`config.mk`:
```
export PLATFORM = sky130hd
export DESIGN_NAME = sdd_front_flat
export DESIGN_NICKNAME = d
export VERILOG_FILES = /design/src/rtl/core/sdd_pkg.sv /design/src/rtl/core/sdd_if.sv /design/src/rtl/core/sdd_front.sv /design/src/flat_wrapper.sv
export SDC_FILE = /design/constraint.sdc
export NUM_CORES = 1
export LEC_CHECK = 0
export ABC_AREA = 1
export BUFFER_PORTS_ARGS = -buffer_cell sky130_fd_sc_hd__buf_2
export CORE_ASPECT_RATIO = 1.75
export CORE_MARGIN = 3
export CORE_UTILIZATION = 24
export CTS_BUF_LIST = sky130_fd_sc_hd__clkbuf_4 sky130_fd_sc_hd__clkbuf_8 sky130_fd_sc_hd__clkbuf_16
export DETAILED_ROUTE_END_ITERATION = 10
export GPL_TIMING_DRIVEN = 0
export SKIP_LAST_GASP = 1
export SYNTH_ARGS = -nofsm -noshare
export SYNTH_HDL_FRONTEND = slang
export SYNTH_SLANG_ARGS = --single-unit
```
`constraint.sdc`:
```
create_clock -name clk -period 7.8 [get_ports clk]
set_input_delay 2.34 -clock clk [delete_from_list [all_inputs] [get_ports clk]]
set_output_delay 2.34 -clock clk [all_outputs]
set_load 0.05 [all_outputs]
```
`src/rtl/core/sdd_pkg.sv`:
```
// Shared types, constants and the divisor table for the scaled decimal to double converter.
// No dependencies; every other file in rtl/core depends on this package.
package sdd_pkg;

	localparam int MAX_SCALE   = 38;
	localparam int SCALE_W     = 6;
	localparam int WORD_W      = 64;
	localparam int MAG_W       = 2 * WORD_W;
	localparam int LEN_W       = 8;
	localparam int MANT_W      = 53;
	localparam int FRAC_W      = 52;
	localparam int EXP_W       = 11;
	localparam int EXPC_W      = 12;
	localparam int BIAS        = 1023;
	localparam int REM_W       = MANT_W + 1;
	localparam int QUO_W       = MANT_W + 2;
	localparam int DIV_STEPS   = QUO_W;
	localparam int QUEUE_DEPTH = 4;
	localparam int QPTR_W      = 2;
	localparam int QCNT_W      = 3;

	// one classified item handed from the front to the back
	typedef struct packed {
		logic [MANT_W-1:0] num_mant;
		logic [EXP_W-1:0]  num_exp;
		logic [MANT_W-1:0] den_mant;
		logic [EXP_W-1:0]  den_exp;
		logic              num_zero;
		logic              positive;
	} entry_t;

	typedef logic [WORD_W-1:0] den_table_t [0:MAX_SCALE];

	// double of ten to each scale, rounded to nearest even; built at elaboration
	function automatic den_table_t build_den_table();
		den_table_t        t;
		logic [MAG_W-1:0]  p;
		logic [MAG_W-1:0]  norm;
		int                n;
		logic [MANT_W-1:0] m;
		logic              rb;
		logic              st;
		logic [MANT_W:0]   mr;
		logic [EXP_W-1:0]  e;
		p = MAG_W'(1);
		for (int s = 0; s <= MAX_SCALE; s++) begin
			n = 0;
			for (int b = 0; b < MAG_W; b++) begin
				if (p[b]) n = b + 1;
			end
			norm = p << (MAG_W - n);
			m    = norm[MAG_W-1 -: MANT_W];
			rb   = norm[MAG_W-1-MANT_W];
			st   = |norm[MAG_W-2-MANT_W:0];
			mr   = {1'b0, m};
			e    = EXP_W'(BIAS + n - 1);
			if (rb && (st || m[0])) begin
				mr = mr + (MANT_W+1)'(1);
				if (mr[MANT_W]) begin
					mr = mr >> 1;
					e  = e + EXP_W'(1);
				end
			end
			t[s] = {1'b0, e, mr[FRAC_W-1:0]};
			p = (p << 3) + (p << 1);
		end
		return t;
	endfunction

	localparam den_table_t DEN_TABLE = build_den_table();

endpackage

```
`src/rtl/core/sdd_if.sv`:
```
// Valid/ready channel interfaces for the converter's input and result transactions.
// Depends on sdd_pkg for field widths.
interface sdd_in_if;
	logic                        valid;
	logic                        ready;
	logic [sdd_pkg::WORD_W-1:0]  magnitude_low;
	logic [sdd_pkg::WORD_W-1:0]  magnitude_high;
	logic [sdd_pkg::SCALE_W-1:0] decimal_scale;
	logic                        positive;

	modport source (output valid, magnitude_low, magnitude_high, decimal_scale, positive,
		input ready);
	modport sink (input valid, magnitude_low, magnitude_high, decimal_scale, positive,
		output ready);
endinterface


```
`src/rtl/core/sdd_front.sv`:
```
// Front end: accepts transactions, finds the magnitude's bit length, rounds it to a double
// and looks up the divisor double. Depends on sdd_pkg and sdd_if.
module sdd_front (
	input  logic            clk,
	input  logic            arst_n,
	sdd_in_if.sink          in_ch,
	output logic            push_valid,
	input  logic            push_ready,
	output sdd_pkg::entry_t push_entry
);
	import sdd_pkg::*;

	logic                 s1_valid;
	logic [MAG_W-1:0]     mag_s1;
	logic [SCALE_W-1:0]   scale_s1;
	logic                 pos_s1;
	logic [LEN_W-1:0]     len_s1;

	logic [WORD_W-1:0]    word;
	logic [LEN_W-1:0]     wlen;
	logic [LEN_W-1:0]     len_d;
	logic [SCALE_W-1:0]   scale_d;
	logic [LEN_W-1:0]     sh;
	logic [MAG_W-1:0]     norm;
	logic [MANT_W-1:0]    mant;
	logic                 rb;
	logic                 st;
	logic [MANT_W:0]      mr;
	logic [WORD_W-1:0]    den;

	// bit length of the 128-bit magnitude, and the scale clamped to MAX_SCALE
	always_comb begin
		word = (in_ch.magnitude_high != '0) ? in_ch.magnitude_high : in_ch.magnitude_low;
		wlen = '0;
		for (int i = 0; i < WORD_W; i++) begin
			if (word[i]) wlen = LEN_W'(i + 1);
		end
		len_d = (in_ch.magnitude_high != '0) ? wlen + LEN_W'(WORD_W) : wlen;
		scale_d = (in_ch.decimal_scale > SCALE_W'(MAX_SCALE)) ? SCALE_W'(MAX_SCALE)
			: in_ch.decimal_scale;
	end

	assign in_ch.ready = !s1_valid || push_ready;

	always_ff @(posedge clk or negedge arst_n) begin
		if (!arst_n) begin
			s1_valid <= 1'b0;
		end else if (in_ch.ready) begin
			s1_valid <= in_ch.valid;
		end
	end

	always_ff @(posedge clk) begin
		if (in_ch.valid && in_ch.ready) begin
			mag_s1   <= {in_ch.magnitude_high, in_ch.magnitude_low};
			scale_s1 <= scale_d;
			pos_s1   <= in_ch.positive;
			len_s1   <= len_d;
		end
	end

	// normalize, round to nearest even, attach the divisor
	always_comb begin
		sh   = LEN_W'(MAG_W) - len_s1;
		norm = mag_s1 << sh;
		mant = norm[MAG_W-1 -: MANT_W];
		rb   = norm[MAG_W-1-MANT_W];
		st   = |norm[MAG_W-2-MANT_W:0];
		mr   = {1'b0, mant};
		if (rb && (st || mant[0])) mr = mr + (MANT_W+1)'(1);
		den  = DEN_TABLE[scale_s1];

		push_entry.num_mant = mr[MANT_W] ? mr[MANT_W:1] : mr[MANT_W-1:0];
		push_entry.num_exp  = EXP_W'(BIAS - 1) + EXP_W'(len_s1) + EXP_W'(mr[MANT_W]);
		push_entry.den_mant = {1'b1, den[FRAC_W-1:0]};
		push_entry.den_exp  = den[WORD_W-2 -: EXP_W];
		push_entry.num_zero = (len_s1 == '0);
		push_entry.positive = pos_s1;
	end

	assign push_valid = s1_valid;

endmodule

```
`src/flat_wrapper.sv`:
```
// flat-port wrapper written by rule: the top's interface ports become plain ports
module sdd_front_flat import sdd_pkg::*;
  (clk, arst_n, push_valid, push_ready, push_entry, in_ch_valid, in_ch_magnitude_low, in_ch_magnitude_high, in_ch_decimal_scale, in_ch_positive, in_ch_ready);
  sdd_in_if in_ch_i ();
  input  logic clk;
  input  logic arst_n;
  output logic push_valid;
  input  logic push_ready;
  output sdd_pkg::entry_t push_entry;
  input wire logic [$bits(in_ch_i.valid)-1:0] in_ch_valid;
  input wire logic [$bits(in_ch_i.magnitude_low)-1:0] in_ch_magnitude_low;
  input wire logic [$bits(in_ch_i.magnitude_high)-1:0] in_ch_magnitude_high;
  input wire logic [$bits(in_ch_i.decimal_scale)-1:0] in_ch_decimal_scale;
  input wire logic [$bits(in_ch_i.positive)-1:0] in_ch_positive;
  output wire logic [$bits(in_ch_i.ready)-1:0] in_ch_ready;
  assign in_ch_i.valid = in_ch_valid;
  assign in_ch_i.magnitude_low = in_ch_magnitude_low;
  assign in_ch_i.magnitude_high = in_ch_magnitude_high;
  assign in_ch_i.decimal_scale = in_ch_decimal_scale;
  assign in_ch_i.positive = in_ch_positive;
  assign in_ch_ready = in_ch_i.ready;
  sdd_front u_core (.clk(clk), .arst_n(arst_n), .in_ch(in_ch_i), .push_valid(push_valid), .push_ready(push_ready), .push_entry(push_entry));
endmodule
```
# --- Word level (Yosys, flattened, before mapping) ---
# Memories as Yosys holds them, arrays and structs flattened.
# Cells that the tools add are included.
totals:
  regBits: 144
  latch_bits: 0
  ramBits: 0
  rom_bits: 4096
  out_inout_bits: 132
  memories: 1
classes:
  addsub: 5
  mul: 0
  n_div: 0
  n_lt_le_gt_ge: 2
  eq_ne: 0
  shifts: 1
  mux: 70
  bitwise: 1
  n_reduce_logical: 8
mem_list:
  columns: ["name", "depth", "width", "rd", "rd_clocked_by_memory_dff", "wr", "line_no", "text"]
  rows:
  - ["(no name shown)", 64, 64, 1, 0, 0, "sdd_front.sv:71", "den = DEN_TABLE[scale_s1];"]
ops:
  columns: ["op", "n"]
  rows:
  - ["two-way mux 8 bit", 64]
  - ["left shift 128 x 8 -> 128 bit", 1]
  - ["two-way mux 63 bit", 2]
  - ["OR reduction 74 bit", 1]
  - ["two-way mux 64 bit", 1]
  - ["nonzero test 64 bit", 1]
  - ["adder 53 x 1 -> 54 bit (second input constant)", 1]
  - ["two-way mux 54 bit", 1]
  - ["two-way mux 53 bit", 1]
  - ["adder 10 x 8 -> 11 bit (first input constant)", 1]
  - ["adder 11 x 1 -> 11 bit", 1]
  - ["adder 8 x 7 -> 8 bit (second input constant)", 1]
  - ["logical NOT 8 bit", 1]
  - ["subtractor 8 bit (first input constant)", 1]
  - [">= comparator 7 bit (second input constant)", 1]
  - ["inverter 6 -> 7 bit", 1]
  - ["> comparator 6 bit (second input constant)", 1]
  - ["logical AND 1 bit", 2]
  - ["logical OR 1 bit", 2]
  - ["logical NOT 1 bit", 1]
  - ["two-way mux 1 bit", 1]

# --- Logic depth before layout (Yosys ltp) ---
# Gate-level depths: netlist of run 1.
logic_depth:
  ltp_word: 68
  depth_mapped: 70
  mapped_depth_nobuf: 70

# --- Worst setup path before layout of run 1 ---
# OpenSTA, ideal clock, no wires.
synth_path:
  path_kind: "input-to-reg"
  startpoint: "input in_ch_valid"
  endpoint: "register u_core.len_s1[0] (enable)"
  arrival_time_ns: 9.261
  required_time_ns: 7.108
  slack_ns: -2.153
  path_stages: 2
  n_path_buf: 0
  cell_sequence: "inv_1 a21oi_1"
synth_via:
  elab_chain_len: 1
synth_rtl:
  columns: ["element", "line_no", "text"]
  rows:
  - ["start: declaration", "flat_wrapper.sv:10", "input wire logic [$bits(in_ch_i.valid)-1:0] in_ch_valid;"]
  - ["logical AND 1 bit", "sdd_front.sv:54", "if (in_ch.valid && in_ch.ready) begin"]
  - ["end signal: assignment", "sdd_front.sv:58", "len_s1 <= len_d;"]
  - ["end: declaration", "sdd_front.sv:17", "logic [LEN_W-1:0] len_s1;"]
# Every way passes these cells.
# A chain may end at the register's enable or synchronous reset.

==> metrics, run 1 <==
DR WL/cell=roughly 31 um; first-pass GRT wire length=196000 um; Worst-path clk slew=0.06 ns; final max-slew violation count=0; FF-to-FF path depth=5; antenna violations before repair=14; Placement Cell Area=21700 sq um; Synthesis Warnings=0; Syn Nets=about 3300; Netlist cell types=62; Synth Flop Type=edfxtp_1; dpl hpwl=118000 um; vias in the first global route=26200; Worst path max stage delay=0.47 ns; CTS Buffer Depth=3; final worst-path setup slack=-1.74 ns; gr ovfl total=0; Die Wd=217 um; Detailed Route Iter0 Violations=roughly 1900; Async S/R FF share, synth=0.00694; Power per Cell Area=180 nW/um^2; Layout area overhead=50.9%; final setup vio count=82; Avg Inst Size Synth=6.01 sq um; post-synth top area cell=edfxtp_1; Initial Utilization=0.243; crit path launch type=register; R2R setup slack=5.65 ns; RSZ-0062 raised after global routing=yes; Hold Crit Endpoint=u_core.push_valid; total core area=76600 sq um; most common cell after layout, fill and taps aside=nand2_1; WS Path Type=register to output pin; Final Cycle Share=1.22; count of hold-fix buffers inserted at cts=0; hold depth=2; Yosys top cell area share=0.230; required time of the critical path=5.46 ns; largest cells by area after synthesis=edfxtp_1 23%, nand2_1 21%, o21ai_0 10%, nor2_1 6.3%, nand3_1 5.4%; CTS buffer count=25; Worst path slowest cell=nor4_4; # IOs=271; total wire length=~150000 um; worst r2r src=u_core.push_valid; critical path arrival=a little over 7 ns; Worst R2R End=u_core.mag_s1[55]; die height=roughly 370 um; Post-route DRC=0; Worst Tran Pin Value=1.38 ns; Static Leak=~0.012 uW; Port Buf Inserts=269; crit-path max FO=8; via count=25900; status=finished, violations left; Worst Hold Launch=u_core.push_valid; max-cap violation count=0; die area=81200 sq um; Synth Cell Area=18700 sq um; first drt pass iteration count=5; Final Hold Viols=0; Final Wtd Congestion=1.12; Tot GR Track Use=0.342; fin crit period=between 9 and 10 ns; sequential area share after synthesis=0.232; H-Tree Depth=4; largest net degree at the start of global routing=31; Synth Instances=3103; most frequent cells in the layout=965 x nand2_1, 265 x nor2_1, 248 x buf_2; Rows=134; post-route antenna net violation count=0; Max Clock Skew=0.0167 ns; CTS tree=done; EDFF count, synth=around 140; Slew headroom=0.0676; vias per inst=5.54; Seq cells post-synth=144; Root Driver=clkbuf_16; Post-Place Worst Slack=-3.14 ns; Max VDD drop=0.112 mV; nets=3798; Clock Latency Late Sink=0.49 ns; share of layout cells above drive strength 1=0.332; fin area=28100 sq um; failing checks=setup timing; CP endpoint kind=output pin; CTS Sinks=144; Achievable Freq=105 MHz; CP most frequent cell=buf_12; HP Class=register to register
[critical path, delay by kind of cell, from the launching register on]
kind                       cells  cell delay (ns)
buffers and inverters         19             2.24
and+or+nand+nor               11             2.09
adders and majority gates      3             0.69
AOI/OAI and AO/OA              4             0.61
muxes                          2             0.49
DFF                            1             0.36
xor gates and xnor gates       1             0.14
[cell families (layout without fill, tap and decap cells)]
family | after synthesis | count (layout) | synth area share
AO/OA/AOI/OAI | 705 | 705 | 0.212
AND/OR/NAND/NOR | 1677 | 1678 | 0.370
buffers and inverters | 431 | 972 | 0.108
XOR/XNOR | 38 | 38 | 0.0182
flip-flops | 144 | 144 | 0.232
other | 1 | 10 | 0.000201
multiplexers | 88 | 88 | 0.0472
adder cells (fa/ha/maj) | 19 | 19 | 0.0127
[layout make-up]
cell class | count | area, sq um
Buffer | 201 | 1570
Sequential cell | 144 | 4320
Tap cell | 1020 | 1280
Clock buffer | 26 | 633
Fill cell | 8163 | 48500
Inverter | 228 | 888
Timing Repair Buffer | 511 | 4070
Antenna cell | 9 | 22.5
Clock inverter | 6 | 78.8
Multi-Input combinational cell | 2529 | 15300
[stage by stage]
step	total power, uW	TNS (ns)	hold WS, ns	utilization	cells
floorplan	2280	-3.86	1.15	-	3103
CTS	4650	-70.33	0.587	0.338	4569
detailed placement	3210	-155.11	0.569	0.284	4397
finish	5080	-96.69	0.583	0.367	4674
global placement	3240	-314.66	0.516	0.282	4392
global route	5230	-102.44	0.631	0.367	4668
[report_power, final]
part / switching (uW) / total [uW] / leakage (uW) / internal, uW
registers: 51.8 / 958 / 0.00137 / 906
clock network: 344 / 982 / 0.000346 / 638
logic: 2120 / 3140 / 0.0105 / 1020
total: 2510 / 5080 / 0.0122 / 2560
[sequential cells by signal, indices dropped and copies added, names as in the netlist]
name / flops
u_core.len_s1: 8
u_core.mag_s1: 128
u_core.pos_s1: 1
u_core.push_valid: 1
u_core.scale_s1: 6
[per-layer routing]
| layer | global-route usage | wire, um | vias up |
|---|---|---|---|
| met3 | 0.0682 | 8120 | 813 |
| li1 | - | - | 11500 |
| met2 | 0.625 | 73700 | 1442 |
| met1 | 0.255 | 40200 | 12100 |
| met5 | 0.000606 | 61 | - |
| met4 | 0.460 | 25000 | 10 |
[synth_stat cells (5+ instances only)]
master and number:
mux2i_1 88, or2_2 21, a22oi_1 6, nand3_1 201, buf_1 21, o31ai_1 6, nor3_1 22, inv_2 9
o2111ai_1 6, nor4_1 22, a31oi_1 27, o22ai_1 9, nor2_1 314, a221o_1 9, o211ai_1 42, ha_1 19
nand2_1 1032, o21ai_0 387, o221ai_1 19, buf_2 65, a21oi_1 128, nor3b_1 5, o21ai_1 40, and2_1 17
buf_6 22, clkbuf_1 56, edfxtp_1 143, buf_4 39, a31o_2 5, xor2_1 28, xnor2_1 9, nand4_1 22
inv_1 214
[worst max path at each step]
| stage | start | endpoint | slack (ns) | depth (start not counted) |
|---|---|---|---|---|
| global route | u_core.len_s1[0] | push_entry[70] | -1.88 | 40 |
| floorplan | u_core.len_s1[0] | push_entry[76] | -0.50 | 43 |
| finish | u_core.len_s1[0] | push_entry[70] | -1.74 | 40 |
| global placement | u_core.len_s1[0] | push_entry[70] | -3.32 | 41 |
| CTS | u_core.len_s1[0] | push_entry[70] | -1.31 | 42 |
| detailed placement | u_core.len_s1[0] | push_entry[70] | -3.14 | 43 |
[what timing repair did]
| action | 4_1_cts | 5_1_grt |
|---|---|---|
| pin swaps | 94 | 100 |
| gates cloned | 6 | 5 |
| buffers inserted | 136 | 96 |
| endpoints found under the setup margin | 76 | 81 |
| resized for setup | 685 | 418 |
(Power assumes the default switching activity.)
==> inputs of run 2 (changes only) <==
==> constraint.sdc (replaced) <==
create_clock -name clk -period 12.35 [get_ports clk]
set_input_delay 3.705 -clock clk [delete_from_list [all_inputs] [get_ports clk]]
set_output_delay 3.705 -clock clk [all_outputs]
set_load 0.05 [all_outputs]
==> run 2 against run 1 <==
- the run now ends clean
- sequential power decreased by 37%
- sequential share of layout area increased by 4.0 points
- cell count decreased by 4.7%
- critical path depth increased by 2
- setup slack improved by 2.1 ns
- clock-buffer cell count decreased by 9
- clock power decreased by 47%
- total power decreased by 49%
- utilization decreased by 7.5 points
==> metrics, run 2 (synthesis gave the netlist of run 1 again) <==
crit path launch type=register; Clock power frac=0.205 (+0.012); Static Leak=0.0100 uW (-18%); Rows=134 (unchanged); FF-to-FF path depth=3 (-2); Final Wtd Congestion=1.11 (-0.74%); via count=23700 (-8.5%); Power per Cell Area=115 nW/um^2 (-36%); max-cap violation count=0 (unchanged); vias in the first global route=24600 (-5.9%); die area=81200 sq um (unchanged); share of layout cells above drive strength 1=0.159 (-0.173); Worst path max stage delay=0.53 ns (+0.06 ns); Reg power frac=0.235 (+0.046); WS Path Type=register to output pin; Die Wd=217 um (unchanged); Post-route DRC=0 (unchanged); critical path arrival=8.31 ns (+1.11 ns); Post-Place Worst Slack=-0.501 ns (+2.63 ns); max FFs per register=128 (unchanged); die height=375 um (unchanged); Slew headroom=0.113 (+0.0453); HP Class=register to register; CP most frequent cell=nand2_1; Tot GR Track Use=0.304 (-0.0374); Port Buf Inserts=269 (unchanged); # IOs=271 (unchanged); Final Hold Viols=0 (unchanged); Design Power=2570 uW (-49%); Worst Hold Launch=u_core.push_valid; status=finished, final reports clean; multi-input logic area=12600 sq um (-18%); combinational share of power=0.561 (-0.057); final setup vio count=0 (-100%); Layout area overhead=20.0%; hold depth=2 (unchanged); Seq. cell area=4320 sq um (unchanged); Max Clock Skew=0.0125 ns (-0.00423 ns); R2R setup slack=10.31 ns (+4.66 ns); Achievable Freq=83.2 MHz; Clock Latency Late Sink=0.46 ns (-0.03 ns); CP Launch Point=u_core.len_s1[0]; Max VDD drop=0.102 mV (-8.4%); CTS tree=done; dpl hpwl=110000 um (-7.1%); CTS Sinks=144 (unchanged); crit-path max FO=19 (+11); first-pass GRT wire length=176000 um (-9.9%); CTS Buffer Depth=2 (-1); antenna violations before repair=29 (+15); first drt pass iteration count=5 (unchanged); Initial Utilization=0.243 (unchanged); total wire length=127000 um (-14%); Net Sw Power=1360 uW (-46%); Switching Fraction=0.531 (+0.0357); count of hold-fix buffers inserted at cts=0 (unchanged); gr ovfl total=0 (unchanged); nets=3560 (-6.3%); required time of the critical path=8.64 ns (+3.18 ns); CP endpoint kind=output pin; Worst path slowest cell=or4_1; H-Tree Depth=4 (unchanged); Final Cycle Share=0.973; vias per inst=5.32 (-4.0%); Detailed Route Iter0 Violations=1530 (-19%); final max-slew violation count=0 (unchanged); Int Pwr=1210 uW (-53%); fin crit period=12.02 ns; CTS buffer count=17 (-32%); total core area=76600 sq um (unchanged); final worst-path setup slack=0.330 ns (+2.07 ns); worst r2r src=u_core.push_valid; largest registers=u_core.mag_s1 x128, u_core.len_s1 x8, u_core.scale_s1 x6; Reg with most FFs=u_core.mag_s1; Root Driver=clkbuf_16; Worst-path clk slew=0.07 ns (about the same); Layout fillers=8878 (+8.8%); post-route antenna net violation count=0 (unchanged); Worst Tran Pin Value=1.33 ns (-0.0583 ns); most frequent cells in the layout=1031 x nand2_1, 332 x o21ai_0, 326 x buf_2; most common cell after layout, fill and taps aside=nand2_1; largest net degree at the start of global routing=32 (+3.2%); DR WL/cell=28.5 um (-9.5%)
run 2: cell types whose count changed in the layout (fill, tap and decap cells not counted), moves of 53 or more:
cell,previous run,this run
o21ai_2,139,26
o21ai_4,56,3
nand2_2,58,4
buf_4,234,49
buf_2,248,326
nand2_1,965,1031
buf_6,76,23
o21ai_0,140,332
run 2: final timing paths:
check	to
worst max register to register	u_core.mag_s1[60]
min in group asynchronous	u_core.push_valid
worst min register to register	u_core.push_valid
max in group asynchronous	u_core.push_valid
worst min-delay path	u_core.push_valid
worst max-delay path	push_entry[76]
run 2: worst max-delay path, delay by kind of cell (launching register included):
| family | cells | cell delay (ns) |
|---|---|---|
| DFF | 1 | 0.39 |
| muxes | 1 | 0.24 |
| buffers and inverters | 17 | 2.68 |
| adders and majority gates | 3 | 0.56 |
| and+or+nand+nor | 16 | 2.20 |
| AOI/OAI and AO/OA | 5 | 1.69 |
run 2: area by class of cell:
type / instances / area share
multi-input combinational: 2528 / 0.563
clock buffer: 17 / 0.0190
buffer: 202 / 0.0523
antenna: 20 / 0.00224
tap: 1020 / 0.0570
sequential: 144 / 0.193
inverter: 228 / 0.0385
clock inverter: 15 / 0.00805
timing repair buffer: 281 / 0.0668
run 2: what timing repair did:
item,4_1_cts,5_1_grt
resized for setup,70,56
setup endpoints to repair,62,38
buffers inserted,3,5
hold endpoints to repair,0,0
pin swaps,3,2
run 2: power groups by stage:
stage	registers (uW)	clock network [uW]	logic, uW
finish	603	525	1440
global route	603	554	1520
CTS	602	535	1380
detailed placement	613	0	1350
global placement	623	0	1360
floorplan	601	0	822
run 2: per-stage QoR:
stage | utilization | hold slack [ns] | area [sq um] | setup TNS [ns] | instances
4_1_cts | 0.289 | 0.594 | 22100 | -0.0222 | 4431
5_1_grt | 0.292 | 0.647 | 22300 | -0.00914 | 4441
6_report | 0.292 | 0.589 | 22400 | 0 | 4455
3_3_place_gp | 0.278 | 0.491 | 21300 | -230.72 | 4392
2_1_floorplan | - | 1.13 | 18700 | 0 | 3103
3_5_place_dp | 0.279 | 0.574 | 21400 | -4.04 | 4396
run 2: per-layer routing:
| metal | wire length [um] | track usage |
|---|---|---|
| met5 | 107 | 0 |
| met4 | 19500 | 0.382 |
| met3 | 6330 | 0.0601 |
| met2 | 65000 | 0.563 |
| met1 | 36100 | 0.234 |
