## config.mk

```make
export PLATFORM = sky130hd
export DESIGN_NAME = sdd_queue
export DESIGN_NICKNAME = d
export VERILOG_FILES = /design/src/rtl/core/sdd_pkg.sv /design/src/rtl/core/sdd_queue.sv
export SDC_FILE = /design/constraint.sdc
export NUM_CORES = 1
export LEC_CHECK = 0
export ABC_AREA = 1
export ABC_CLOCK_PERIOD_IN_PS = 7600
export BUFFER_PORTS_ARGS = -buffer_cell sky130_fd_sc_hd__clkbuf_2
export CAP_MARGIN = 20
export CORE_ASPECT_RATIO = 1.2
export CORE_UTILIZATION = 35
export CTS_BUF_LIST = sky130_fd_sc_hd__clkbuf_4 sky130_fd_sc_hd__clkbuf_8
export DETAILED_ROUTE_END_ITERATION = 6
export GPL_TIMING_DRIVEN = 0
export PLACE_DENSITY = 0.59
export SYNTH_ARGS = -nofsm -noshare
export SYNTH_HDL_FRONTEND = slang
export SYNTH_SLANG_ARGS = --single-unit
```

## constraint.sdc

```tcl
create_clock -name clk -period 7.6 [get_ports clk]
set_input_delay 1.52 -clock clk [delete_from_list [all_inputs] [get_ports clk]]
set_output_delay 1.52 -clock clk [all_outputs]
set_load 0.01 [all_outputs]
```

## src/rtl/core/sdd_pkg.sv

```systemverilog
// Shared types, constants and the divisor table for the scaled decimal to double converter.
// No dependencies; every other file in rtl/core depends on this package.
package sdd_pkg;

	localparam int MAX_SCALE   = 38;
	localparam int SCALE_W     = 6;
	localparam int WORD_W      = 64;
	localparam int MAG_W       = 2 * WORD_W;
	localparam int LEN_W       = 8;
	localparam int MANT_W      = 53;
	localparam int FRAC_W      = 52;
	localparam int EXP_W       = 11;
	localparam int EXPC_W      = 12;
	localparam int BIAS        = 1023;
	localparam int REM_W       = MANT_W + 1;
	localparam int QUO_W       = MANT_W + 2;
	localparam int DIV_STEPS   = QUO_W;
	localparam int QUEUE_DEPTH = 4;
	localparam int QPTR_W      = 2;
	localparam int QCNT_W      = 3;

	// one classified item handed from the front to the back
	typedef struct packed {
		logic [MANT_W-1:0] num_mant;
		logic [EXP_W-1:0]  num_exp;
		logic [MANT_W-1:0] den_mant;
		logic [EXP_W-1:0]  den_exp;
		logic              num_zero;
		logic              positive;
	} entry_t;

	typedef logic [WORD_W-1:0] den_table_t [0:MAX_SCALE];

	// double of ten to each scale, rounded to nearest even; built at elaboration
	function automatic den_table_t build_den_table();
		den_table_t        t;
		logic [MAG_W-1:0]  p;
		logic [MAG_W-1:0]  norm;
		int                n;
		logic [MANT_W-1:0] m;
		logic              rb;
		logic              st;
		logic [MANT_W:0]   mr;
		logic [EXP_W-1:0]  e;
		p = MAG_W'(1);
		for (int s = 0; s <= MAX_SCALE; s++) begin
			n = 0;
			for (int b = 0; b < MAG_W; b++) begin
				if (p[b]) n = b + 1;
			end
			norm = p << (MAG_W - n);
			m    = norm[MAG_W-1 -: MANT_W];
			rb   = norm[MAG_W-1-MANT_W];
			st   = |norm[MAG_W-2-MANT_W:0];
			mr   = {1'b0, m};
			e    = EXP_W'(BIAS + n - 1);
			if (rb && (st || m[0])) begin
				mr = mr + (MANT_W+1)'(1);
				if (mr[MANT_W]) begin
					mr = mr >> 1;
					e  = e + EXP_W'(1);
				end
			end
			t[s] = {1'b0, e, mr[FRAC_W-1:0]};
			p = (p << 3) + (p << 1);
		end
		return t;
	endfunction

	localparam den_table_t DEN_TABLE = build_den_table();

endpackage

```

## src/rtl/core/sdd_queue.sv

```systemverilog
// Short queue between front and back so each side stalls on its own.
// Depends on sdd_pkg.
module sdd_queue (
	input  logic            clk,
	input  logic            arst_n,
	input  logic            push_valid,
	output logic            push_ready,
	input  sdd_pkg::entry_t push_entry,
	output logic            pop_valid,
	input  logic            pop_ready,
	output sdd_pkg::entry_t pop_entry
);
	import sdd_pkg::*;

	entry_t              mem [0:QUEUE_DEPTH-1];
	logic [QPTR_W-1:0]   wr_ptr_q;
	logic [QPTR_W-1:0]   rd_ptr_q;
	logic [QCNT_W-1:0]   count_q;
	logic                push;
	logic                pop;

	assign push_ready = (count_q != QCNT_W'(QUEUE_DEPTH));
	assign pop_valid  = (count_q != '0);
	assign push       = push_valid && push_ready;
	assign pop        = pop_valid && pop_ready;
	assign pop_entry  = mem[rd_ptr_q];

	always_ff @(posedge clk or negedge arst_n) begin
		if (!arst_n) begin
			wr_ptr_q <= '0;
			rd_ptr_q <= '0;
			count_q  <= '0;
		end else begin
			if (push) wr_ptr_q <= wr_ptr_q + QPTR_W'(1);
			if (pop)  rd_ptr_q <= rd_ptr_q + QPTR_W'(1);
			count_q <= count_q + QCNT_W'(push) - QCNT_W'(pop);
		end
	end

	always_ff @(posedge clk) begin
		if (push) mem[wr_ptr_q] <= push_entry;
	end

endmodule

```

After elaboration in Yosys (flattened, before gate mapping):

Memories as Yosys holds them, arrays and structs flattened.
Cells that the tools add are included.

* bits in registers: 7
* bits in writable memories: 520
* bits of input ports: 134
* output and inout port bits: 132
* memories: 1

Memories
* mem: words 4, width 130, read ports 1, clocked after memory_dff 0, wr ports 1, line sdd_queue.sv:15 `entry_t mem [0:QUEUE_DEPTH-1];`

* add/subtract/negate cells: 4
* equality and inequality tests: 1
* multiplexer cells: 2
* reduce and logical (&&, ||, !) cells: 3

Operators with widths (count)
* $add 2x1->2 const B: 2
* $add 3x1->3: 1
* $ne 3x3->1 const B: 1
* $reduce_bool 3->1: 1
* $sub 3x1->3: 1
* $logic_and 1x1->1: 2
* $mux 1: 2

Depth between registers and ports, before layout:

Gate-level depths: netlist of run 1.

* depth in word-level cells: 4
* depth in mapped cells: 12
* gate-level depth less buffers: 12

Worst setup path after synthesis of run 1:

OpenSTA, ideal clock, no wires.

* kind: input -> register
* start point: input push_valid
* end point: memory mem[0][0] (netlist bit), enable pin
* arrival time: 7.074 ns
* slack: -0.096 ns
* cell stages on the path: 2
* path buffers: 0
* cell sequence: nand2_1 nor2_1

* cells in the longest elaborated chain, start to end: 3

Ends and longest elaborated chain
* start: declaration: line sdd_queue.sv:6 `input logic push_valid,`
* $logic_and 1x1->1: line sdd_queue.sv:24 `assign push = push_valid && push_ready;`
* $mux 1: line sdd_queue.sv:41 `if (push) mem[wr_ptr_q] <= push_entry;`
* $mux 1 (implied by the code): line sdd_queue.sv:41
* end: declaration: line sdd_queue.sv:15

Every way passes these cells.

==> results of run 1 <==
cell type report:
| cell class | instances | area [um^2] | area share, % |
|---|---|---|---|
| sequential | 527 | 15800 | 63.0 |
| multi-input combinational | 946 | 3980 | 15.9 |
| timing repair buffer | 288 | 1770 | 7.05 |
| clock buffer | 115 | 1420 | 5.66 |
| tap | 792 | 991 | 3.95 |
| inverter | 146 | 548 | 2.19 |
| buffer | 85 | 440 | 1.76 |
| clock inverter | 31 | 131 | 0.524 |
| antenna | 3 | 7.51 | 0.0299 |
logic make-up (layout without fill, tap and decap cells):
group	after synthesis	count (layout)	synth area share [%]
buf+inv	231	665	4.77
flops	527	527	76.2
other cells	0	3	0
fa+ha+maj	7	7	0.459
compound gates	260	260	6.28
simple gates	679	679	12.3
where the power goes:
part	switching, W	internal (W)	total, W
combinational	0.00262	0.00117	0.00379
clock	0.00107	0.00120	0.00227
sequential	0.000122	0.00381	0.00393
total	0.00381	0.00619	0.0100
cell usage after synthesis (all sizes together):
library cell / instances / area share, %
o21ai: 260 / 6.3
ha: 6 / 0.36
inv: 146 / 2.6
nor2: 265 / 4.8
buf: 59 / 1.7
dfrtp: 7 / 0.85
nand2: 409 / 7.4
fa: 1 / 0.097
nand3: 5 / 0.12
edfxtp: 520 / 75
clkbuf: 26 / 0.47
state kept, by name, indices dropped and copies added, names as in the netlist:
signal    count
mem         520
count_q       3
rd_ptr_q      2
wr_ptr_q      2
routing by layer:
metal  share of wire, %  track usage [%]  up-vias
li1                   -                -     6515
met2                 50             30.8      350
met5               0.11                0        -
met4                2.4             6.72        8
met3                6.1             4.22      100
met1                 41             21.9     6486
worst min-delay path, stage by stage, from the launching register on:
cell	delay, ns
dfrtp_1	0.36
nand2_1	0.06
nand2_1	0.05
worst max path at each step:
stage / from / to
final: rd_ptr_q[1] / pop_entry[43]
after detailed placement: rd_ptr_q[1] / pop_entry[43]
after floorplan: push_valid / mem[0][0]
after global placement: push_valid / mem[0][83]
after global routing: rd_ptr_q[1] / pop_entry[43]
after CTS: rd_ptr_q[1] / pop_entry[43]
placed cells by master, fill, tap and decap left out:
| cell type | count |
|---|---|
| edfxtp_1 | 520 |
| nand2_1 | 409 |
| clkbuf_2 | 265 |
| nor2_1 | 261 |
| o21ai_0 | 189 |
| inv_1 | 144 |
| clkbuf_8 | 89 |
| o21ai_1 | 71 |
| buf_2 | 31 |
| clkbuf_1 | 26 |
| clkbuf_4 | 26 |
| clkinv_1 | 21 |
| buf_12 | 20 |
| buf_1 | 17 |
| buf_6 | 12 |
| clkinv_2 | 9 |
| dfrtp_1 | 7 |
| ha_1 | 6 |
| nand3_1 | 5 |
| nor2_4 | 4 |
| diode_2 | 3 |
| inv_2 | 2 |
| buf_8 | 2 |
| fa_1 | 1 |
| clkinvlp_4 | 1 |
per-stage QoR:
step | area (um^2) | power (W) | hold WS, ns | cells | utilization [%]
5_1_grt | 25100 | 0.0106 | 0.535 | 2933 | 42.9
2_1_floorplan | 20700 | 0.00616 | 0.461 | 1704 | -
6_report | 25100 | 0.0100 | 0.500 | 2933 | 42.9
3_3_place_gp | 23000 | 0.00789 | 0.472 | 2761 | 39.4
3_5_place_dp | 23500 | 0.00786 | 0.485 | 2784 | 40.2
4_1_cts | 25100 | 0.0102 | 0.500 | 2930 | 42.9
==> run summary, run 1 <==
=================================================================================================
Run status                                                                           complete, no violations
Gates resized, CTS repair                                                                       0
PwrDens                                                                               399 nW/um^2
Post-Syn Nets                                                                                1845
Pin count of the biggest net entering global routing                                           28
Worst slew margin relative to its limit                                                     52.0%
Clk slew on worst S/H paths                                                               0.06 ns
Required time of the critical path                                                        6.08 ns
Vert. Die Dim                                                                              269 um
Routability cong.                                                                           0.780
Number of global-route vias before repair                                                   13200
Via density                                                                                  4.59
CTS tree                                                                                     done
# clock sinks                                                                                 527
Setup violation total in the final timing report                                                0
Pre-antenna DRT Iters                                                                           5
Setup TNS                                                                                    0 ns
Grt total ovfl                                                                                  0
Final number of hold-violating endpoints                                                        0
Number of distinct library cell variants in the gate-level netlist after synthesis             15
Max frequency                                                                           0.215 GHz
Fill count                                                                                   5476
Setup bufs post-CTS                                                                             0
Worst-case setup slack after placement                                                    3.47 ns
Syn-to-layout area delta                                                                    21.0%
CTS hold repair buffers                                                                         0
Biggest fanout along the worst timing path                                                     10
Leakage Power                                                                             10.0 nW
Worst endpoint data arrival time                                                          3.13 ns
Share of post-route cells with drive strength above 1                                       21.6%
Critical R2R Launch                                                                    count_q[1]
Time the worst path needs with I/O delays and setup                                       4.65 ns
Global-route wire length before repair                                                    79.7 mm
# H-tree levels                                                                                 3
Fin. max-slew vios                                                                              0
Hold WC Path Type                                                                    flop to flop
Netlist Area Pre-Place                                                                 20700 um^2
Crit share post-route                                                                       61.2%
RR Endpoint                                                                            mem[1][87]
CP startpoint kind                                                                           flop
Die area                                                                               60200 um^2
Number of antenna violations at the first check in global routing                               8
Cell mode on critical path                                                                nand2_1
MaxCap Viol Count                                                                               0
Initial cell density of the core                                                            35.4%
Core area                                                                              58500 um^2
Critical path's top delay family                                                     buffers and inverters
Worst reg2reg path depth                                                                        6
Number of placed I/O pins                                                                     266
Max Clock Skew                                                                          0.0381 ns
Hold path endpoint                                                                    rd_ptr_q[1]
VDD IR-drop max                                                                            181 uV
Clock network latency to the later pin of the worst-skew pair                             0.66 ns
Worst Setup Slack, final                                                                  2.95 ns
Critical Path Max Stage Delay                                                             0.53 ns
Gate Count Post-Synth                                                                        1704
Number of remaining DRC errors                                                                  0
Setup repair after global routing missed its margin                                            no
Hold Path Origin                                                                      rd_ptr_q[1]
Post-layout nets                                                                             2220
Die span in x                                                                              224 um
Sequential element share of the synthesized area                                            76.2%
Half-perimeter wire length of the detailed placement result                               35.0 mm
Number of cell rows                                                                            97
Number of design-rule violations left by the first detailed-router iteration                  794
CP Depth                                                                                        7
Highest-delay cell along the critical path                                                  buf_1
WS Path Type                                                                         flop to output pin
FF+latch count, synth                                                                         527
Routed length per instance                                                                18.6 um
Critical path, cell by cell                                                          inv_2 -> clkbuf_1 -> buf_6 -> buf_1 -> nand2_1 -> nand2_1 -> clkbuf_2
Measured slew at the worst slew-check pin                                                0.718 ns
ANT nets after route                                                                            0
Buffers from clock root to sink, at most                                                        3
Total via count after detailed routing                                                      13500
Buffers & Inverters on Critical Path                                                            5
Total GRT Usage                                                                             17.9%
Total length of routed wires                                                              54.5 mm
Syn avg cell area                                                                       12.2 um^2
Number of buffers created by CTS                                                               85
Clock root buffer master                                                                 clkbuf_8
Kind of end point of the critical path                                                 output pin
Port Buf Inserts                                                                              265
Count of cells along the worst hold path                                                        2
Warnings, synthesis                                                                             0
R2r setup slk                                                                             5.08 ns
=================================================================================================
Power figures use the tool's default switching activity.
==> inputs of run 2 (changes only) <==
- ABC_CLOCK_PERIOD_IN_PS: 7600 -> 4260
- PLACE_DENSITY: 0.59 -> 0.61
- clock period: 7.6 -> 4.26 ns (I/O delays scaled with it)
==> run 2 against run 1 <==
Sequential share of layout area fell by 0.33 points. Register-to-register slack lost 3.5 ns. Largest power group unchanged. Power grew 80%. Worst setup slack lost 2.5 ns. Sequential power grew 79%. Core utilization up 0.22 points. Critical path type unchanged. Design area increased by 0.52%.
==> run summary, run 2 (synthesized netlist as in run 1, its figures left out) <==
===========================================================================================
Run status                                                                     complete, no violations
# H-tree levels                                                                           3   unchanged
Met1 track demand over resource in global routing                                     21.5%   -0.31 points
Setup violation total in the final timing report                                          0   unchanged
CP startpoint kind                                                                     flop
Proportion of power drawn by the clock network                                        23.5%   +0.8 points
Vert. Die Dim                                                                        269 um   unchanged
Max frequency                                                                     0.262 GHz
Fin. max-slew vios                                                                        0   unchanged
Via density                                                                            4.62   +0.58%
Worst slew margin relative to its limit                                               49.3%   -2.8 points
Worst Setup Slack, final                                                           0.442 ns   -2.50 ns
Pin count of the biggest net entering global routing                                     28   unchanged
Kind of end point of the critical path                                           output pin
Met2 track utilization from global routing                                            30.6%   -0.19 points
Flip-flop count of the largest register, all copies and words added                     520   unchanged
Number of placed I/O pins                                                               266   unchanged
Worst endpoint data arrival time                                                    2.97 ns   -0.16 ns
Cell area after placement                                                        23500 um^2   about the same
Internal Pwr Total                                                                 0.0112 W   +81%
Share of post-route cells with drive strength above 1                                 21.7%   +0.13 points
Fill count                                                                             5439   -0.68%
Final number of hold-violating endpoints                                                  0   unchanged
Number of antenna violations at the first check in global routing                        10   +2
Crit share post-route                                                                 89.6%
R2r setup slk                                                                       1.58 ns   -3.50 ns
WS Path Type                                                                   flop to output pin
Timing startpoint of the critical path                                          rd_ptr_q[1]
Number of global-route vias before repair                                             13700   +3.7%
Hold WC Path Type                                                              input port to flop
Post-layout nets                                                                       2219   -0.045%
Core area                                                                        58500 um^2   unchanged
Half-perimeter wire length of the detailed placement result                         34.7 mm   -0.89%
Time the worst path needs with I/O delays and setup                                 3.82 ns
Number of remaining DRC errors                                                            0   unchanged
Register with the most flip-flops                                                       mem
Setup repair after global routing missed its margin                                      no
Clock root buffer master                                                           clkbuf_8
Die area                                                                         60200 um^2   unchanged
Port Buf Inserts                                                                        265   unchanged
CTS tree                                                                               done
Clock network latency to the later pin of the worst-skew pair                       0.66 ns   about the same
Grt met3 use                                                                          4.44%   +0.22 points
Register share of total power                                                         39.0%   -0.3 points
Placed cell count                                                                      2783   -0.036%
Total GRT Usage                                                                       17.8%   -0.093 points
Largest registers                                                              mem x520, count_q x3
Leakage Power                                                                       10.1 nW   +0.54%
Biggest fanout along the worst timing path                                               10   unchanged
Number of cell rows                                                                      97   unchanged
Routability cong.                                                                     0.771   -1.2%
Share of total power consumed by net switching                                        37.7%   -0.40 points
Syn-to-layout area delta                                                              21.6%
Number of design-rule violations left by the first detailed-router iteration            896   +13%
Worst reg2reg path depth                                                                  7   +1
Critical R2R Launch                                                              count_q[1]
Measured slew at the worst slew-check pin                                          0.759 ns   +0.0415 ns
Total length of routed wires                                                        53.6 mm   -1.6%
PwrDens                                                                         715 nW/um^2   +79%
Buffers from clock root to sink, at most                                                  3   unchanged
Top library cells by usage in the layout, fill and taps aside                  edfxtp_1, nand2_1, clkbuf_2, nor2_1, o21ai_0
VDD IR-drop max                                                                      371 uV   +110%
Most heavily used metal layer in global routing                                        met2
Required time of the critical path                                                  3.41 ns   -2.67 ns
Pre-antenna DRT Iters                                                                     5   unchanged
Combinational share of power                                                          37.5%   -0.4 points
MaxCap Viol Count                                                                         0   unchanged
Hold Path Origin                                                               push_entry[54]
Net switching power                                                               0.00679 W   +78%
ANT nets after route                                                                      0   unchanged
Max Clock Skew                                                                    0.0290 ns   -0.00909 ns
# clock sinks                                                                           527   unchanged
Worst-case setup slack after placement                                             0.738 ns   -2.73 ns
Endpoint of the worst setup timing path                                        pop_entry[54]
Total via count after detailed routing                                                13600   +0.75%
Grt total ovfl                                                                            0   unchanged
Most common library cell in the layout ignoring fill and taps                      edfxtp_1
Setup bufs post-CTS                                                                       0   unchanged
Number of buffers created by CTS                                                         84   -1.2%
Routed length per instance                                                          18.2 um   -1.8%
Final non-filler cell total                                                            2938   +0.17%
Global-route wire length before repair                                              79.8 mm   +0.14%
RR Endpoint                                                                      mem[0][62]
Layout Cell Area excl Fill                                                       25200 um^2   +0.52%
Die span in x                                                                        224 um   unchanged
Initial cell density of the core                                                      35.4%   unchanged
Clk slew on worst S/H paths                                                         0.07 ns   about the same
Gates resized, CTS repair                                                                 0   unchanged
===========================================================================================
run 2: cell count changes in the layout (fill, tap and decap cells not counted):
cell           before  now
inv_8               0    1
clkbuf_1           26   25
dlygate4sd3_1       0    1
diode_2             3    7
clkinv_1           21   19
buf_16              0    3
inv_6               0    1
clkinv_2            9    8
buf_6              12   11
bufinv_16           0    3
clkbuf_8           89   88
buf_12             20   18
run 2: critical path, cell delays in order, from the launching register on:
cell      delay (ns)
dfrtp_1         0.39
inv_2           0.28
clkbuf_1        0.48
buf_8           0.22
buf_1           0.50
nand2_1         0.11
nand2_1         0.13
clkbuf_2        0.19
run 2: repair_timing:
action / in CTS / in global routing
endpoints found under the setup margin: 1 / 0
hold buffers: 1 / 0
hold endpoints to repair: 7 / 0
run 2: power groups by stage:
| stage | Combinational (W) | Sequential (W) | Clock (W) |
|---|---|---|---|
| after detailed placement | 0.00688 | 0.00713 | 0 |
| after global placement | 0.00650 | 0.00736 | 0 |
| after global routing | 0.00752 | 0.00710 | 0.00455 |
| final | 0.00676 | 0.00702 | 0.00423 |
| after CTS | 0.00691 | 0.00703 | 0.00434 |
| after floorplan | 0.00370 | 0.00720 | 0 |
run 2: worst min path at each step:
stage	slack, ns	end	cells after the start
finish	0.41	mem[3][54]	1
global route	0.36	mem[2][93]	1
CTS	0.33	mem[1][124]	1
detailed placement	0.48	rd_ptr_q[1]	2
global placement	0.48	rd_ptr_q[1]	2
floorplan	0.46	rd_ptr_q[1]	2
run 2: area by class of cell:
| type | instances | area [um^2] | area share [%] |
|---|---|---|---|
| sequential | 527 | 15800 | 62.6 |
| multi-input combinational | 946 | 3980 | 15.8 |
| timing repair buffer | 289 | 1810 | 7.18 |
| clock buffer | 114 | 1410 | 5.58 |
| tap | 792 | 991 | 3.93 |
| inverter | 146 | 548 | 2.17 |
| buffer | 84 | 437 | 1.73 |
| clock inverter | 33 | 229 | 0.908 |
| antenna | 7 | 17.5 | 0.0695 |
run 2: routing by layer:
layer	vias up	share of wire, %	wire length, um
met5	-	0.080	43
met1	6551	41	22000
met4	6	2.6	1380
met3	88	6.4	3450
met2	387	50	26700
li1	6528	-	-
run 2: per-stage QoR:
| stage | TNS (ns) | util, % | power, W | hold slack, ns |
|---|---|---|---|---|
| 5_1_grt | 0 | 43.1 | 0.0192 | 0.357 |
| 2_1_floorplan | -319.28 | - | 0.0109 | 0.461 |
| 3_3_place_gp | -1968.46 | 39.4 | 0.0139 | 0.479 |
| 6_report | 0 | 43.1 | 0.0180 | 0.405 |
| 3_5_place_dp | 0 | 40.2 | 0.0140 | 0.485 |
| 4_1_cts | 0 | 43.0 | 0.0183 | 0.330 |
==> inputs of run 3 (changes only) <==
- ABC_CLOCK_PERIOD_IN_PS: 4260 -> 3800
- CTS_CLUSTER_SIZE: not set -> 25
- HOLD_SLACK_MARGIN: not set -> 0.02
- PLACE_DENSITY: 0.61 -> 0.59
- clock period: 4.26 -> 3.8 ns (I/O delays scaled with it)
==> run 3 against run 2 <==
Cell count increased by 0.27%. Core utilization increased by 0.10 points. Flip-flop and latch count unchanged. Worst setup slack worse by 0.21 ns. Highest routed layer unchanged.
==> run summary, run 3 (synthesized netlist as in run 1, its figures left out) <==
===========================================================================================
Run status                                                                     complete, no violations
Routability cong.                                                                     0.778   +0.97%
WS Path Type                                                                   flop to output pin
Total length of routed wires                                                        53.2 mm   -0.66%
Final number of hold-violating endpoints                                                  0   unchanged
Worst endpoint data arrival time                                                    2.81 ns   -0.16 ns
Grt total ovfl                                                                            0   unchanged
Half-perimeter wire length of the detailed placement result                         34.6 mm   -0.23%
Global-route wire length before repair                                              77.7 mm   -2.6%
Critical R2R Launch                                                              count_q[1]
Buffers & Inverters on Critical Path                                                      4   -1
Layout Cell Area excl Fill                                                       25300 um^2   +0.23%
CTS tree                                                                               done
Flip-flop count of the largest register, all copies and words added                     520   unchanged
Max frequency                                                                     0.280 GHz
Worst reg2reg path depth                                                                  7   unchanged
Time the worst path needs with I/O delays and setup                                 3.57 ns
Post-layout nets                                                                       2220   +0.045%
Timing startpoint of the critical path                                          rd_ptr_q[0]
Number of placed I/O pins                                                               266   unchanged
Setup repair after global routing missed its margin                                      no
Pin count of the biggest net entering global routing                                     28   unchanged
Power, Total                                                                       0.0203 W   +13%
Highest-delay cell along the critical path                                          dfrtp_1
Kind of end point of the critical path                                           output pin
# H-tree levels                                                                           3   unchanged
Number of cell rows                                                                      97   unchanged
# clock sinks                                                                           527   unchanged
Pre-antenna DRT Iters                                                                     5   unchanged
Clock root buffer master                                                           clkbuf_8
Number of antenna violations at the first check in global routing                        10   unchanged
Required time of the critical path                                                  3.04 ns   -0.37 ns
Fill count                                                                             5463   +0.44%
Leakage Power                                                                       10.1 nW   +0.32%
Measured slew at the worst slew-check pin                                          0.893 ns   +0.134 ns
Hold WC Path Type                                                              input port to flop
PwrDens                                                                         802 nW/um^2   +12%
Syn-to-layout area delta                                                              21.9%
Core area                                                                        58500 um^2   unchanged
Die area                                                                         60200 um^2   unchanged
Total GRT Usage                                                                       17.4%   -0.42 points
Critical path's top delay family                                               buffers and inverters
Crit share post-route                                                                 94.0%
Setup bufs post-CTS                                                                       0   unchanged
Number of remaining DRC errors                                                            0   unchanged
Initial cell density of the core                                                      35.4%   unchanged
Critical Path Max Stage Delay                                                       0.60 ns   +0.10 ns
Top library cells by usage in the layout, fill and taps aside                  edfxtp_1, nand2_1, clkbuf_2, nor2_1, o21ai_0
Biggest fanout along the worst timing path                                               10   unchanged
Critical path, cell by cell                                                    buf_6 -> buf_4 -> buf_2 -> nand2_1 -> o21ai_0 -> nand2_1 -> nand2_1 -> clkbuf_2
Final core occ                                                                        43.2%   +0.10 points
CP Depth                                                                                  8   +1
Vert. Die Dim                                                                        269 um   unchanged
RR Endpoint                                                                      mem[1][82]
ANT nets after route                                                                      0   unchanged
Clk slew on worst S/H paths                                                         0.06 ns   about the same
Total via count after detailed routing                                                13500   -0.43%
MaxCap Viol Count                                                                         0   unchanged
Endpoint of the worst setup timing path                                        pop_entry[41]
Number of design-rule violations left by the first detailed-router iteration            922   +2.9%
Most common library cell in the layout ignoring fill and taps                      edfxtp_1
Die span in x                                                                        224 um   unchanged
R2r setup slk                                                                       0.99 ns   -0.59 ns
Clock network latency to the later pin of the worst-skew pair                       0.66 ns   about the same
Fin. max-slew vios                                                                        0   unchanged
Via density                                                                            4.58   -0.70%
Cell area after placement                                                        23500 um^2   about the same
Final hold slack                                                                   0.307 ns   -0.0985 ns
Setup TNS                                                                              0 ns   unchanged
Buffers from clock root to sink, at most                                                  3   unchanged
Cell mode on critical path                                                          nand2_1
VDD IR-drop max                                                                      395 uV   +6.5%
Largest registers                                                              mem x520, count_q x3
Port Buf Inserts                                                                        265   unchanged
Share of post-route cells with drive strength above 1                                 22.0%   +0.34 points
Register with the most flip-flops                                                       mem
Number of global-route vias before repair                                             12900   -6.2%
Number of buffers created by CTS                                                         86   +2.4%
Max Clock Skew                                                                    0.0285 ns   -0.000511 ns
Worst slew margin relative to its limit                                               40.3%   -9.0 points
CP startpoint kind                                                                     flop
Setup violation total in the final timing report                                          0   unchanged
Routed length per instance                                                          18.1 um   -0.93%
===========================================================================================
## run 3: power breakdown
group          switching, W  total [W]  internal, W
Sequential         0.000246    0.00787      0.00762
Clock               0.00223    0.00485      0.00262
Combinational       0.00519    0.00755      0.00236
## run 3: cell type report
class | instances | area [um^2] | share of cell area (%)
clock inverter | 44 | 292 | 1.15
clock buffer | 112 | 1400 | 5.56
inverter | 146 | 548 | 2.17
antenna | 7 | 17.5 | 0.0693
timing repair buffer | 288 | 1800 | 7.13
multi-input combinational | 946 | 3980 | 15.8
buffer | 84 | 443 | 1.75
sequential | 527 | 15800 | 62.5
tap | 792 | 991 | 3.92
## run 3: repair_timing
item,CTS,global route
setup endpoints to repair,92,21
hold endpoints to repair,7,0
hold buffers,1,0
pin swaps,0,0
resized for setup,2,3
## run 3: worst min path at each step
| stage | startpoint | end | slack (ns) | cells after the start |
|---|---|---|---|---|
| finish | push_entry[63] | mem[3][63] | 0.31 | 1 |
| global route | push_entry[26] | mem[1][26] | 0.25 | 1 |
| CTS | push_entry[66] | mem[0][66] | 0.23 | 1 |
| detailed placement | rd_ptr_q[1] | rd_ptr_q[1] | 0.49 | 2 |
| global placement | rd_ptr_q[1] | rd_ptr_q[1] | 0.47 | 2 |
| floorplan | arst_n | count_q[0] | 0.46 | 0 |
## run 3: stage by stage
stage | instances | setup slack, ns
after floorplan | 1704 | -0.982
after global placement | 2761 | -4.25
after detailed placement | 2783 | 0.308
after CTS | 2939 | 0.00497
after global routing | 2944 | 0.00987
final | 2946 | 0.227
## run 3: routing by layer
| layer | vias up | track usage [%] | share of wire, % |
|---|---|---|---|
| met5 | - | 0 | 0.079 |
| met4 | 6 | 6.53 | 2.3 |
| met3 | 86 | 4.12 | 6.3 |
| met2 | 405 | 28.6 | 50 |
| met1 | 6466 | 22.3 | 42 |
| li1 | 6539 | - | - |
